### src/pkpt_pkg.sv
// ----------------------------------------------------------------------------
// pkpt_pkg
// Shared types and codes for the peer key pin table.
// ----------------------------------------------------------------------------
package pkpt_pkg;

	localparam int unsigned PEER_SLOTS_DEF = 16;

	localparam logic CMD_INGEST = 1'b0;
	localparam logic CMD_CLEAR  = 1'b1;

	localparam logic [1:0] ST_ACCEPTED     = 2'd0;
	localparam logic [1:0] ST_KEY_MISMATCH = 2'd1;
	localparam logic [1:0] ST_CLEARED      = 2'd2;

	localparam logic [31:0] SEQ_WRAP = 32'h0001_0000;

	typedef struct packed {
		logic        cmd;
		logic [63:0] node_id;
		logic [63:0] key_word0;
		logic [63:0] key_word1;
		logic [63:0] key_word2;
		logic [63:0] key_word3;
		logic [15:0] wire_seq;
		logic [31:0] uptime_s;
	} pkpt_in_t;

	typedef struct packed {
		logic [1:0]  status;
		logic        new_peer;
		logic        evicted;
		logic        seq_old;
		logic [31:0] location_seq;
	} pkpt_out_t;

	typedef struct packed {
		logic load;
		logic clear;
		logic scan;
		logic decide;
	} pkpt_ctl_t;

	typedef struct packed {
		logic scan_done;
	} pkpt_stat_t;

endpackage

### src/pkpt_ctrl.sv
// ----------------------------------------------------------------------------
// pkpt_ctrl
// Sequencer for the peer key pin table: accept, clear, scan, decide.
// ----------------------------------------------------------------------------
module pkpt_ctrl (
	input  logic                   clk,
	input  logic                   arst_n,
	input  logic                   start,
	input  logic                   cmd,
	input  pkpt_pkg::pkpt_stat_t   stat,
	output pkpt_pkg::pkpt_ctl_t    ctl,
	output logic                   busy
);
	import pkpt_pkg::*;

	typedef enum logic [3:0] {
		S_IDLE   = 4'b0001,
		S_CLEAR  = 4'b0010,
		S_SCAN   = 4'b0100,
		S_DECIDE = 4'b1000
	} state_t;

	state_t state_q, state_d;

	always_comb begin
		state_d = state_q;
		case (state_q)
			S_IDLE: begin
				if (start) begin
					state_d = (cmd == CMD_CLEAR) ? S_CLEAR : S_SCAN;
				end
			end
			S_CLEAR:  state_d = S_IDLE;
			S_SCAN: begin
				if (stat.scan_done) begin
					state_d = S_DECIDE;
				end
			end
			S_DECIDE: state_d = S_IDLE;
			default:  state_d = S_IDLE;
		endcase
	end

	always_ff @(posedge clk or negedge arst_n) begin
		if (!arst_n) begin
			state_q <= S_IDLE;
		end else begin
			state_q <= state_d;
		end
	end

	assign busy       = (state_q != S_IDLE);
	assign ctl.load   = (state_q == S_IDLE) && start;
	assign ctl.clear  = (state_q == S_CLEAR);
	assign ctl.scan   = (state_q == S_SCAN);
	assign ctl.decide = (state_q == S_DECIDE);

endmodule

### config.mk
export PLATFORM = sky130hd
export DESIGN_NAME = pkpt_ctrl
export DESIGN_NICKNAME = d
export VERILOG_FILES = /design/src/pkpt_pkg.sv /design/src/pkpt_ctrl.sv
export SDC_FILE = /design/constraint.sdc
export NUM_CORES = 1
export LEC_CHECK = 0
export ABC_AREA = 1
export BUFFER_PORTS_ARGS = -buffer_cell sky130_fd_sc_hd__buf_2
export CORE_AREA = 2 2 39 41
export DETAILED_ROUTE_END_ITERATION = 6
export DIE_AREA = 0 0 41 43
export PLACE_DENSITY = 0.35
export SYNTH_ARGS = -nofsm -noshare
export SYNTH_HDL_FRONTEND = slang
export SYNTH_SLANG_ARGS = --single-unit
### constraint.sdc
create_clock -name clk -period 1.8 [get_ports clk]
set_input_delay 0.36 -clock clk [delete_from_list [all_inputs] [get_ports clk]]
set_output_delay 0.36 -clock clk [all_outputs]
set_load 0.1 [all_outputs]
==> impl_summary.txt, run 1 <==
----------------------------------------------------
[Status]
  Status ... complete, no violations

[Yosys]
  Gate Count Post-Synth ... 28
  Post-Synthesis Net Count ... 33
  Sequential cell area fraction in the yosys report ... a little over two fifths
  Post-Syn Area ... 237.7 sq um
  Number of warnings printed during yosys synthesis ... 0
  Number of distinct library cell variants in the gate-level netlist after synthesis ... 15
  Syn_area_per_cell ... 8.490 sq um
  Synthesis-stage register bit count ... 4

[Critical path]
  Crit end category ... output port
  Reg2reg start ... state_q[0]$_DFFE_PN1P_
  Cell with the largest stage delay on the worst path ... sky130_fd_sc_hd__dfstp_2
  Critical Path Fanout Max ... 4
  Reg2reg setup slack ... just under 0.6 ns
  Depth of the most critical reg-to-reg path ... 6
  Worst Setup Path Type ... flip-flop to output port
  CP peak stage delay ... 0.55 ns
  Kind of start point of the critical path ... flip-flop
  CP dominant cell by count ... sky130_fd_sc_hd__nor2_4
  Data arrival time of the worst path ... 1.37 ns
  Endpoint of the lowest-slack register-to-register path ... state_q[3]$_DFFE_PN0P_
  Critical Path RT ... 1.44 ns
  Ordered list of cells on the worst path ... inv_2, nor2_4, nand2_8, nor2_4, buf_12

[STA]
  Final hold vios ... 0
  Fin crit period ... approximately 1.7 ns
  Min Hold Slack ... 0.3676 ns
  Max-slew violation count ... 0
  Setup repair after global routing missed its margin ... no
  Part of the cycle the worst path needs ... between 90% and 100%
  Setup Skew ... 0.008573 ns
  Maximum achievable frequency ... 577.5 MHz
  Count of final setup violators ... 0
  Post-route setup TNS ... 0 ns
  Worst slew slack as a fraction of its limit ... 78.30%
  Min setup slack post-route ... 0.06843 ns
  Worst-Margin Slew ... ~0.33 ns

[Power]
  Cell leakage power ... 0.2073 nW
  Ratio of total power to cell area ... 1733 mW/mm^2
  Total power consumption of the routed design ... 0.8003 mW
  Peak supply drop ... 0.8198 mV

[GRT]
  Global router's overall resource usage ... 7.863%
  First-pass GRT wire length ... 938 um
  Number of antenna violations at the first check in global routing ... 0
  GRT Residual Overflow ... 0
  Number of global-route vias before repair ... 229
  Pin count of the biggest net entering global routing ... 5

[Finish]
  Area delta synth->final ... 94.21%
  Registers with the most flip-flops ... state_q (4)
  Final core occ ... 33.36%
  Number of fill cells ... 150
  Share of cells above drive strength 1 ... 58.14%
  Count of placed standard cells in the final layout, fillers left out ... just under 60
  Most frequent cells in the layout ... 6 x sky130_fd_sc_hd__inv_1, 4 x sky130_fd_sc_hd__nor2_4, 4 x sky130_fd_sc_hd__clkbuf_4, 4 x sky130_fd_sc_hd__buf_2, 4 x sky130_fd_sc_hd__buf_12
  Nets@finish ... 49
  Post-route design area ... 461.7 sq um
  Antenna diode count ... 0
  Number of flip-flops under the largest register name ... 4
  Reg with most FFs ... state_q
  Leading cell type in the layout, fill and taps excluded ... sky130_fd_sc_hd__inv_1

[Floorplan]
  Die Width ... 41 um
  Total core area ... around 0.0014 sq mm
  Die Outline Area ... 0.001763 sq mm
  Boundary pin count ... 10
  Die Ht ... 43 um
  Number of standard-cell rows in the floorplan ... 14
  Effective utilization at floorplan ... 17.18%

[Placement]
  HPWL Detailed ... 419.6 um
  Cell area after placement ... about 400 sq um
  Gpl congestion ... 0.6820
  Number of port buffers ... 9
  Placement-stage worst setup slack ... approximately 0.25 ns
  Placed instance count ... 53

[Clock tree]
  Worst skew pair latency ... 0.24 ns
  Worst-case clock buffer depth ... 2
  Number of H-tree levels ... 1
  Clock Pin Slew Worst Setup and Hold Paths ... 0.04 ns
  CTS tree ... yes
  Number of clock sinks ... 4
  Inserted Clock Buffers ... 3
  Clock Tree Root ... sky130_fd_sc_hd__clkbuf_4

[Flow run]
  Total of max-cap violations ... 0

[Routing]
  Final antenna-violating net count ... 0
  Number of vias per cell after detailed routing ... 3.932
  Iteration-0 DRC Markers ... 1
  Total wire length after detailed routing ... between 400 and 500 um
  Detailed-route DRC error count ... 0
  Detailed Routing Iterations Pass 1 ... 4
  Routed length per placed instance ... 8.424 um
  Count of vias placed by the detailed router ... 232

[Hold path]
  Start point of the worst min-delay path ... cmd
  Min-delay worst type ... input port to flip-flop
  Capture endpoint of the worst hold path ... state_q[1]$_DFFE_PN0P_
  Cell depth of the worst min-delay path ... 3

----------------------------------------------------
## cells by family after synthesis
family          count (synthesis)  share of synthesized area [%]
compound gates                  1                          2.103
buf+inv                         7                          11.05
flops                           4                          42.63
simple gates                   16                          44.21
## per-layer routing
metal  up-vias  track usage [%]  share of wire (%)
met3         2            1.571                3.8
met2         7            11.25                 54
met4         0            6.000                3.4
met1       106            9.772                 38
met5         -                0                  0
li1        117                -                  -
## critical path, delay by kind of cell, from the launching register on
kind / cells / cell delay [ns]
buffers and inverters: 2 / 0.25
DFF: 1 / 0.55
and+or+nand+nor: 3 / 0.34
## Yosys cell counts
cell                      number  area (sq um)
sky130_fd_sc_hd__nor3_1        1         5.000
sky130_fd_sc_hd__dfrtp_1       3         75.07
sky130_fd_sc_hd__nor4_1        1         6.260
sky130_fd_sc_hd__nand3_1       2         10.01
sky130_fd_sc_hd__nor2_4        2         22.52
sky130_fd_sc_hd__nand2_2       2         12.51
sky130_fd_sc_hd__dfstp_2       1         26.28
sky130_fd_sc_hd__o21ai_0       1         5.000
sky130_fd_sc_hd__nand2_4       1         11.26
sky130_fd_sc_hd__nor3_2        1         10.01
sky130_fd_sc_hd__inv_1         7         26.28
sky130_fd_sc_hd__nor2_2        1         6.260
sky130_fd_sc_hd__nand4_1       1         6.260
sky130_fd_sc_hd__nand2_1       3         11.26
sky130_fd_sc_hd__nor2_1        1         3.750
## report_power, final
| group | switching, mW | internal [mW] | leakage [nW] | total (mW) |
|---|---|---|---|---|
| Clock | 0.0402 | 0.0834 | 0.0150 | 0.124 |
| Sequential | 0.0344 | 0.121 | 0.0513 | 0.155 |
| Combinational | 0.364 | 0.158 | 0.141 | 0.522 |
| Total | 0.439 | 0.362 | 0.207 | 0.800 |
## layout make-up
cell class                 instances  area, sq um  area share [%]
clock buffer                       4        26.28           5.691
inverter                           7        26.28           5.691
multi-input combinational         17        162.7           35.23
sequential                         4        101.3           21.95
tap                               16        20.02           4.336
timing repair buffer              11        125.1           27.10
## worst max path at each step
stage	startpoint	to	slack, ns	cells past startpoint
2_1_floorplan	state_q[1]$_DFFE_PN0P_	ctl[2]	-0.09	2
3_3_place_gp	state_q[0]$_DFFE_PN1P_	ctl[3]	0.26	5
3_5_place_dp	state_q[0]$_DFFE_PN1P_	ctl[3]	0.25	5
4_1_cts	state_q[2]$_DFFE_PN0P_	busy	0.02	3
5_1_grt	state_q[0]$_DFFE_PN1P_	ctl[3]	0.01	5
6_report	state_q[0]$_DFFE_PN1P_	ctl[3]	0.07	5
## timing repair
item                                    CTS  global route
endpoints found under the hold margin     3             0
endpoints found under the setup margin    1             2
hold buffers                              1             0
resized for setup                         1             2
buffers inserted                          1             0
pin swaps                                 1             1
Power figures use the tool's default switching activity.
==> inputs of run 2 (changes only) <==
- GPL_TIMING_DRIVEN: default -> 0
==> impl_summary.txt, run 2 (synthesis results as in run 1) <==
----------------------------------------------------
[STA]
  Worst slew slack as a fraction of its limit ... 77.92% (-0.38 points)
  Maximum achievable frequency ... 574.3 MHz (-0.56%)
  Setup repair after global routing missed its margin ... no
  Max-slew violation count ... 0 (unchanged)
  Min setup slack post-route ... 0.05866 ns (-0.009769 ns)
  Part of the cycle the worst path needs ... 96.74% (+0.54 points)
  Final hold vios ... 0 (unchanged)
  Fin crit period ... 1.741 ns (+0.009769 ns)
  Worst-Margin Slew ... 0.3312 ns (+0.005667 ns)
  Count of final setup violators ... 0 (unchanged)
  Setup Skew ... 0.005015 ns (-0.003557 ns)

[Critical path]
  Depth of the most critical reg-to-reg path ... 6 (unchanged)
  Cell with the largest stage delay on the worst path ... sky130_fd_sc_hd__dfstp_2
  Endpoint of the lowest-slack register-to-register path ... state_q[3]$_DFFE_PN0P_
  Reg2reg setup slack ... 0.55 ns (-0.04 ns)
  Reg2reg start ... state_q[0]$_DFFE_PN1P_
  Ordered list of cells on the worst path ... inv_2, nor2_4, nand2_8, clkbuf_4
  CP peak stage delay ... 0.55 ns (about the same)
  Kind of start point of the critical path ... flip-flop
  Crit end category ... output port
  Data arrival time of the worst path ... 1.38 ns (about the same)
  Worst Setup Path Type ... flip-flop to output port
  Critical Path Fanout Max ... 4 (unchanged)
  Critical Path RT ... 1.44 ns (about the same)

[GRT]
  Global router's overall resource usage ... 7.366% (-0.50 points)
  Pin count of the biggest net entering global routing ... 5 (unchanged)
  GRT Residual Overflow ... 0 (unchanged)
  First-pass GRT wire length ... 890 um (-5.1%)
  Number of global-route vias before repair ... 212 (-7.4%)
  Number of antenna violations at the first check in global routing ... 0 (unchanged)

[Power]
  Peak supply drop ... 0.7606 mV (-7.2%)
  Ratio of total power to cell area ... 1841 mW/mm^2 (+6.2%)
  Total power consumption of the routed design ... 0.7948 mW (-0.68%)
  Cell leakage power ... 0.2028 nW (-2.2%)

[Finish]
  Share of cells above drive strength 1 ... 59.09% (+0.95 points)
  Reg with most FFs ... state_q
  Area of combinational cells with multiple inputs ... 162.7 sq um (unchanged)
  Area delta synth->final ... 81.58%
  Number of flip-flops under the largest register name ... 4 (unchanged)
  Nets@finish ... 50 (+2.0%)
  Leading cell type in the layout, fill and taps excluded ... sky130_fd_sc_hd__inv_1
  Register Area ... 101.3 sq um (unchanged)
  Number of fill cells ... 156 (+4.0%)
  Registers with the most flip-flops ... state_q (4)
  Most frequent cells in the layout ... 6 x sky130_fd_sc_hd__inv_1, 5 x sky130_fd_sc_hd__clkbuf_4, 4 x sky130_fd_sc_hd__nor2_4, 4 x sky130_fd_sc_hd__buf_2, 4 x sky130_fd_sc_hd__buf_4
  Antenna diode count ... 0 (unchanged)

[Floorplan]
  Die Outline Area ... 0.001763 sq mm (unchanged)
  Total core area ... 0.001384 sq mm (unchanged)
  Die Width ... 41 um (unchanged)
  Effective utilization at floorplan ... 17.18% (unchanged)
  Boundary pin count ... 10 (unchanged)
  Number of standard-cell rows in the floorplan ... 14 (unchanged)
  Die Ht ... 43 um (unchanged)

[Routing]
  Number of vias per cell after detailed routing ... 3.900 (-0.82%)
  Detailed-route DRC error count ... 0 (unchanged)
  Final antenna-violating net count ... 0 (unchanged)
  Detailed Routing Iterations Pass 1 ... 2 (-2)
  Count of vias placed by the detailed router ... 234 (+0.86%)
  Routed length per placed instance ... 8.550 um (+1.5%)
  Iteration-0 DRC Markers ... 3 (+2)
  Total wire length after detailed routing ... 513 um (+3.2%)

[Hold path]
  Min-delay worst type ... input port to flip-flop
  Cell depth of the worst min-delay path ... 3 (unchanged)
  Capture endpoint of the worst hold path ... state_q[3]$_DFFE_PN0P_
  Start point of the worst min-delay path ... stat

[Flow run]
  Total of max-cap violations ... 0 (unchanged)

[Status]
  Status ... complete, no violations

[Clock tree]
  Inserted Clock Buffers ... 3 (unchanged)
  CTS tree ... yes
  Worst skew pair latency ... 0.23 ns (about the same)
  Clock Pin Slew Worst Setup and Hold Paths ... 0.04 ns (about the same)
  Number of clock sinks ... 4 (unchanged)
  Number of H-tree levels ... 1 (unchanged)
  Clock Tree Root ... sky130_fd_sc_hd__clkbuf_4
  Worst-case clock buffer depth ... 2 (unchanged)

[Placement]
  Gpl congestion ... 0.6250 (-8.4%)
  Number of port buffers ... 9 (unchanged)
  HPWL Detailed ... 435.4 um (+3.8%)
  Placement-stage worst setup slack ... 0.03108 ns (-0.2161 ns)

----------------------------------------------------
==> run 2: layout make-up <==
cell class                      count  share of cell area, %
Sequential cell                     4                  23.48
Multi-Input combinational cell     17                  37.68
Timing Repair Buffer               12                  22.03
Tap cell                           16                  4.638
Inverter                            7                  6.087
Clock buffer                        4                  6.087
==> run 2: timing repair <==
item / in CTS / in global routing
pin swaps: 0 / 2
gates cloned: 0 / 0
setup endpoints to repair: 4 / 3
gates resized for setup: 6 / 4
hold buffers: 1 / 0
hold endpoints to repair: 3 / 0
setup buffers: 0 / 2
==> run 2: power by group <==
part           total, mW  internal [mW]  switching, mW
Clock              0.120         0.0832         0.0371
Combinational      0.518          0.155          0.364
Sequential         0.156          0.121         0.0354
==> run 2: layer usage <==
| metal | global-route usage [%] | wire, um |
|---|---|---|
| met5 | 0 | 0 |
| met4 | 4.000 | 0 |
| met3 | 1.571 | 25 |
| met2 | 10.94 | 302 |
| met1 | 9.477 | 184 |
==> run 2: worst max path at each step <==
stage | from | to | slack (ns) | cells after the start
finish | state_q[0]$_DFFE_PN1P_ | busy | 0.06 | 4
global route | state_q[0]$_DFFE_PN1P_ | ctl[3] | 0.0008 | 5
CTS | state_q[0]$_DFFE_PN1P_ | ctl[3] | -0.02 | 5
detailed placement | state_q[0]$_DFFE_PN1P_ | ctl[3] | 0.03 | 5
global placement | state_q[0]$_DFFE_PN1P_ | ctl[3] | 0.04 | 5
floorplan | state_q[1]$_DFFE_PN0P_ | ctl[2] | -0.09 | 2
==> run 2: through the flow <==
stage / cells / setup TNS [ns] / instance area, sq um / utilization (%) / hold slack, ns
3_3_place_gp: 53 / 0 / 350.3 / 25.32 / 0.1621
5_1_grt: 60 / 0 / 431.7 / 31.19 / 0.3850
4_1_cts: 58 / -0.01916 / 406.6 / 29.39 / 0.3646
3_5_place_dp: 53 / 0 / 350.3 / 25.32 / 0.1669
2_1_floorplan: 28 / -0.1389 / 285.3 / - / 0.06441
6_report: 60 / 0 / 431.7 / 31.19 / 0.3676
==> run 2: worst max-delay path, delay by kind of cell, from the launching register on <==
family	cells	cell delay, ns
buf+inv	2	0.35
flops	1	0.55
simple gates	2	0.25
==> inputs of run 3 (changes only) <==
- CORE_AREA: 2 2 39 41 -> 3 3 40 42
- DIE_AREA: 0 0 41 43 -> 0 0 43 45
==> impl_summary.txt, run 3 (synthesis results as in run 1) <==
----------------------------------------------------
[Status]
  Status ... complete, no violations

[Clock tree]
  Clock Tree Root ... sky130_fd_sc_hd__clkbuf_4
  Inserted Clock Buffers ... 3 (unchanged)
  Number of H-tree levels ... 1 (unchanged)
  Worst-case clock buffer depth ... 2 (unchanged)
  Worst skew pair latency ... 0.23 ns (about the same)
  Number of clock sinks ... 4 (unchanged)
  CTS tree ... yes
  Clock Pin Slew Worst Setup and Hold Paths ... 0.04 ns (about the same)

[Hold path]
  Min-delay worst type ... input port to flip-flop
  Start point of the worst min-delay path ... stat

[Critical path]
  Kind of start point of the critical path ... flip-flop
  Launching element of the worst setup path ... state_q[1]$_DFFE_PN0P_
  Crit end category ... output port
  Ordered list of cells on the worst path ... inv_1, nor4_4, buf_2
  WP depth ... 3 (-1)
  Crit path capture ... ctl[2]
  Kind of cell with the highest combined delay on the critical path ... buffers and inverters
  Worst Setup Path Type ... flip-flop to output port
  Critical Path RT ... 1.44 ns (about the same)
  Sum of buffers and inverters on the critical path ... 2 (unchanged)
  Data arrival time of the worst path ... 1.39 ns (about the same)
  Depth of the most critical reg-to-reg path ... 6 (unchanged)
  Critical Path Fanout Max ... 2 (-2)
  Cell with the largest stage delay on the worst path ... sky130_fd_sc_hd__buf_2
  Reg2reg start ... state_q[0]$_DFFE_PN1P_
  Reg2reg setup slack ... 0.57 ns (+0.02 ns)
  Endpoint of the lowest-slack register-to-register path ... state_q[3]$_DFFE_PN0P_
  CP peak stage delay ... 0.46 ns (-0.09 ns)

[Power]
  Internal power summed over all cells ... 0.3437 mW (-4.1%)
  Cell leakage power ... 0.1987 nW (-2.0%)
  Combinational power share ... 64.2% (-1.0 points)
  Switching Share ... 55.74% (+0.84 points)
  Power share of the sequential group ... 20.1% (+0.5 points)
  Clock share of power ... 15.8% (+0.7 points)
  Ratio of total power to cell area ... 1847 mW/mm^2 (+0.32%)
  Net switching power figure ... 0.4328 mW (-0.81%)
  Peak supply drop ... 0.8308 mV (+9.2%)

[GRT]
  Number of global-route vias before repair ... 227 (+7.1%)
  Pin count of the biggest net entering global routing ... 5 (unchanged)
  Global router's overall resource usage ... 7.012% (-0.35 points)
  Number of antenna violations at the first check in global routing ... 0 (unchanged)
  First-pass GRT wire length ... 952 um (+7.0%)
  GRT Residual Overflow ... 0 (unchanged)

[STA]
  Setup repair after global routing missed its margin ... no
  Worst-Margin Slew ... 0.4884 ns (+0.1572 ns)
  Min setup slack post-route ... 0.05263 ns (-0.006037 ns)
  Setup Skew ... 0.001443 ns (-0.003572 ns)
  Count of final setup violators ... 0 (unchanged)
  Part of the cycle the worst path needs ... 97.08% (+0.34 points)
  Worst slew slack as a fraction of its limit ... 67.66% (-10 points)
  Fin crit period ... 1.747 ns (+0.006037 ns)
  Post-route setup TNS ... 0 ns (unchanged)
  Final hold vios ... 0 (unchanged)
  Max-slew violation count ... 0 (unchanged)
  Maximum achievable frequency ... 572.3 MHz (-0.35%)

[Routing]
  Count of vias placed by the detailed router ... 230 (-1.7%)
  Detailed Routing Iterations Pass 1 ... 2 (unchanged)
  Total wire length after detailed routing ... 508 um (-0.97%)
  Number of vias per cell after detailed routing ... 3.966 (+1.7%)
  Final antenna-violating net count ... 0 (unchanged)
  Iteration-0 DRC Markers ... 1 (-2)
  Detailed-route DRC error count ... 0 (unchanged)
  Routed length per placed instance ... 8.759 um (+2.4%)

[Floorplan]
  Effective utilization at floorplan ... 18.50% (+1.3 points)
  Total core area ... 0.001285 sq mm (-7.1%)
  Number of standard-cell rows in the floorplan ... 13 (-1)
  Die Ht ... 45 um (+4.7%)
  Die Outline Area ... 0.001935 sq mm (+9.8%)
  Boundary pin count ... 10 (unchanged)
  Die Width ... 43 um (+4.9%)

[Finish]
  Number of flip-flops under the largest register name ... 4 (unchanged)
  Final core occ ... 32.72% (+1.5 points)
  Share of cells above drive strength 1 ... 58.14% (-0.95 points)
  Antenna diode count ... 0 (unchanged)
  Reg with most FFs ... state_q
  Number of fill cells ... 148 (-5.1%)
  Post-route design area ... 420.4 sq um (-2.6%)
  Registers with the most flip-flops ... state_q (4)
  Most frequent cells in the layout ... 6 x sky130_fd_sc_hd__inv_1, 5 x sky130_fd_sc_hd__buf_2, 4 x sky130_fd_sc_hd__nor2_4, 4 x sky130_fd_sc_hd__clkbuf_4
  Nets@finish ... 49 (-2.0%)
  Leading cell type in the layout, fill and taps excluded ... sky130_fd_sc_hd__inv_1
  Area delta synth->final ... 76.84%

[Placement]
  HPWL Detailed ... 451.7 um (+3.7%)
  Gpl congestion ... 0.6679 (+6.9%)
  Placement-stage worst setup slack ... 0.03659 ns (+0.005517 ns)
  Cell area after placement ... 349.1 sq um (-0.36%)
  Number of port buffers ... 9 (unchanged)

[Flow run]
  Total of max-cap violations ... 0 (unchanged)

----------------------------------------------------
[run 3: through the flow]
stage               hold slack, ns  power [mW]  cells
CTS                         0.3586      0.7543     57
global route                0.3884      0.8215     58
detailed placement          0.1672      0.5980     52
floorplan                  0.06441      0.5411     28
global placement            0.1624      0.5980     52
finish                      0.3601      0.7766     58
[run 3: worst min path at each step]
stage	end	slack, ns	cells after the start
finish	state_q[3]$_DFFE_PN0P_	0.36	3
global route	state_q[3]$_DFFE_PN0P_	0.39	3
CTS	state_q[3]$_DFFE_PN0P_	0.36	3
detailed placement	state_q[1]$_DFFE_PN0P_	0.17	1
global placement	state_q[1]$_DFFE_PN0P_	0.16	1
floorplan	state_q[1]$_DFFE_PN0P_	0.06	0
[run 3: area by class of cell]
class                   count  area [sq um]  share of cell area (%)
multi-input cells          17         162.7                   38.69
flip-flops and latches      4         101.3                   24.11
repair buffers             11         85.08                   20.24
clock buffers               4         26.28                   6.250
inverters                   7         26.28                   6.250
well taps                  15         18.77                   4.464
[run 3: layer usage]
metal	part of all wire [%]	global-route usage, %	vias to the layer above
met5	0	0	-
met4	0	5.422	0
met3	4.9	3.586	0
met2	54	10.48	6
met1	41	7.524	105
li1	-	-	119
[run 3: repair_timing]
item	CTS	global route
endpoints found under the hold margin	3	0
gates resized for setup	6	3
gates cloned	0	0
endpoints found under the setup margin	3	2
hold buffers	1	0
buffers inserted	0	1
pin swaps	0	2
[run 3: worst register-to-register path, stage by stage (launching register included)]
cell and delay, ns:
sky130_fd_sc_hd__dfstp_2 0.55, sky130_fd_sc_hd__inv_2 0.07, sky130_fd_sc_hd__nor2_4 0.17, sky130_fd_sc_hd__buf_4 0.14, sky130_fd_sc_hd__nand3_1 0.08, sky130_fd_sc_hd__nand3_1 0.08, sky130_fd_sc_hd__inv_1 0.04
[run 3: power by group through the flow]
stage	Combinational, mW	Clock, mW	Sequential, mW
after floorplan	0.392	0	0.149
after global placement	0.445	0	0.153
after global routing	0.528	0.134	0.160
final	0.498	0.122	0.156
after detailed placement	0.444	0	0.154
after CTS	0.477	0.124	0.153
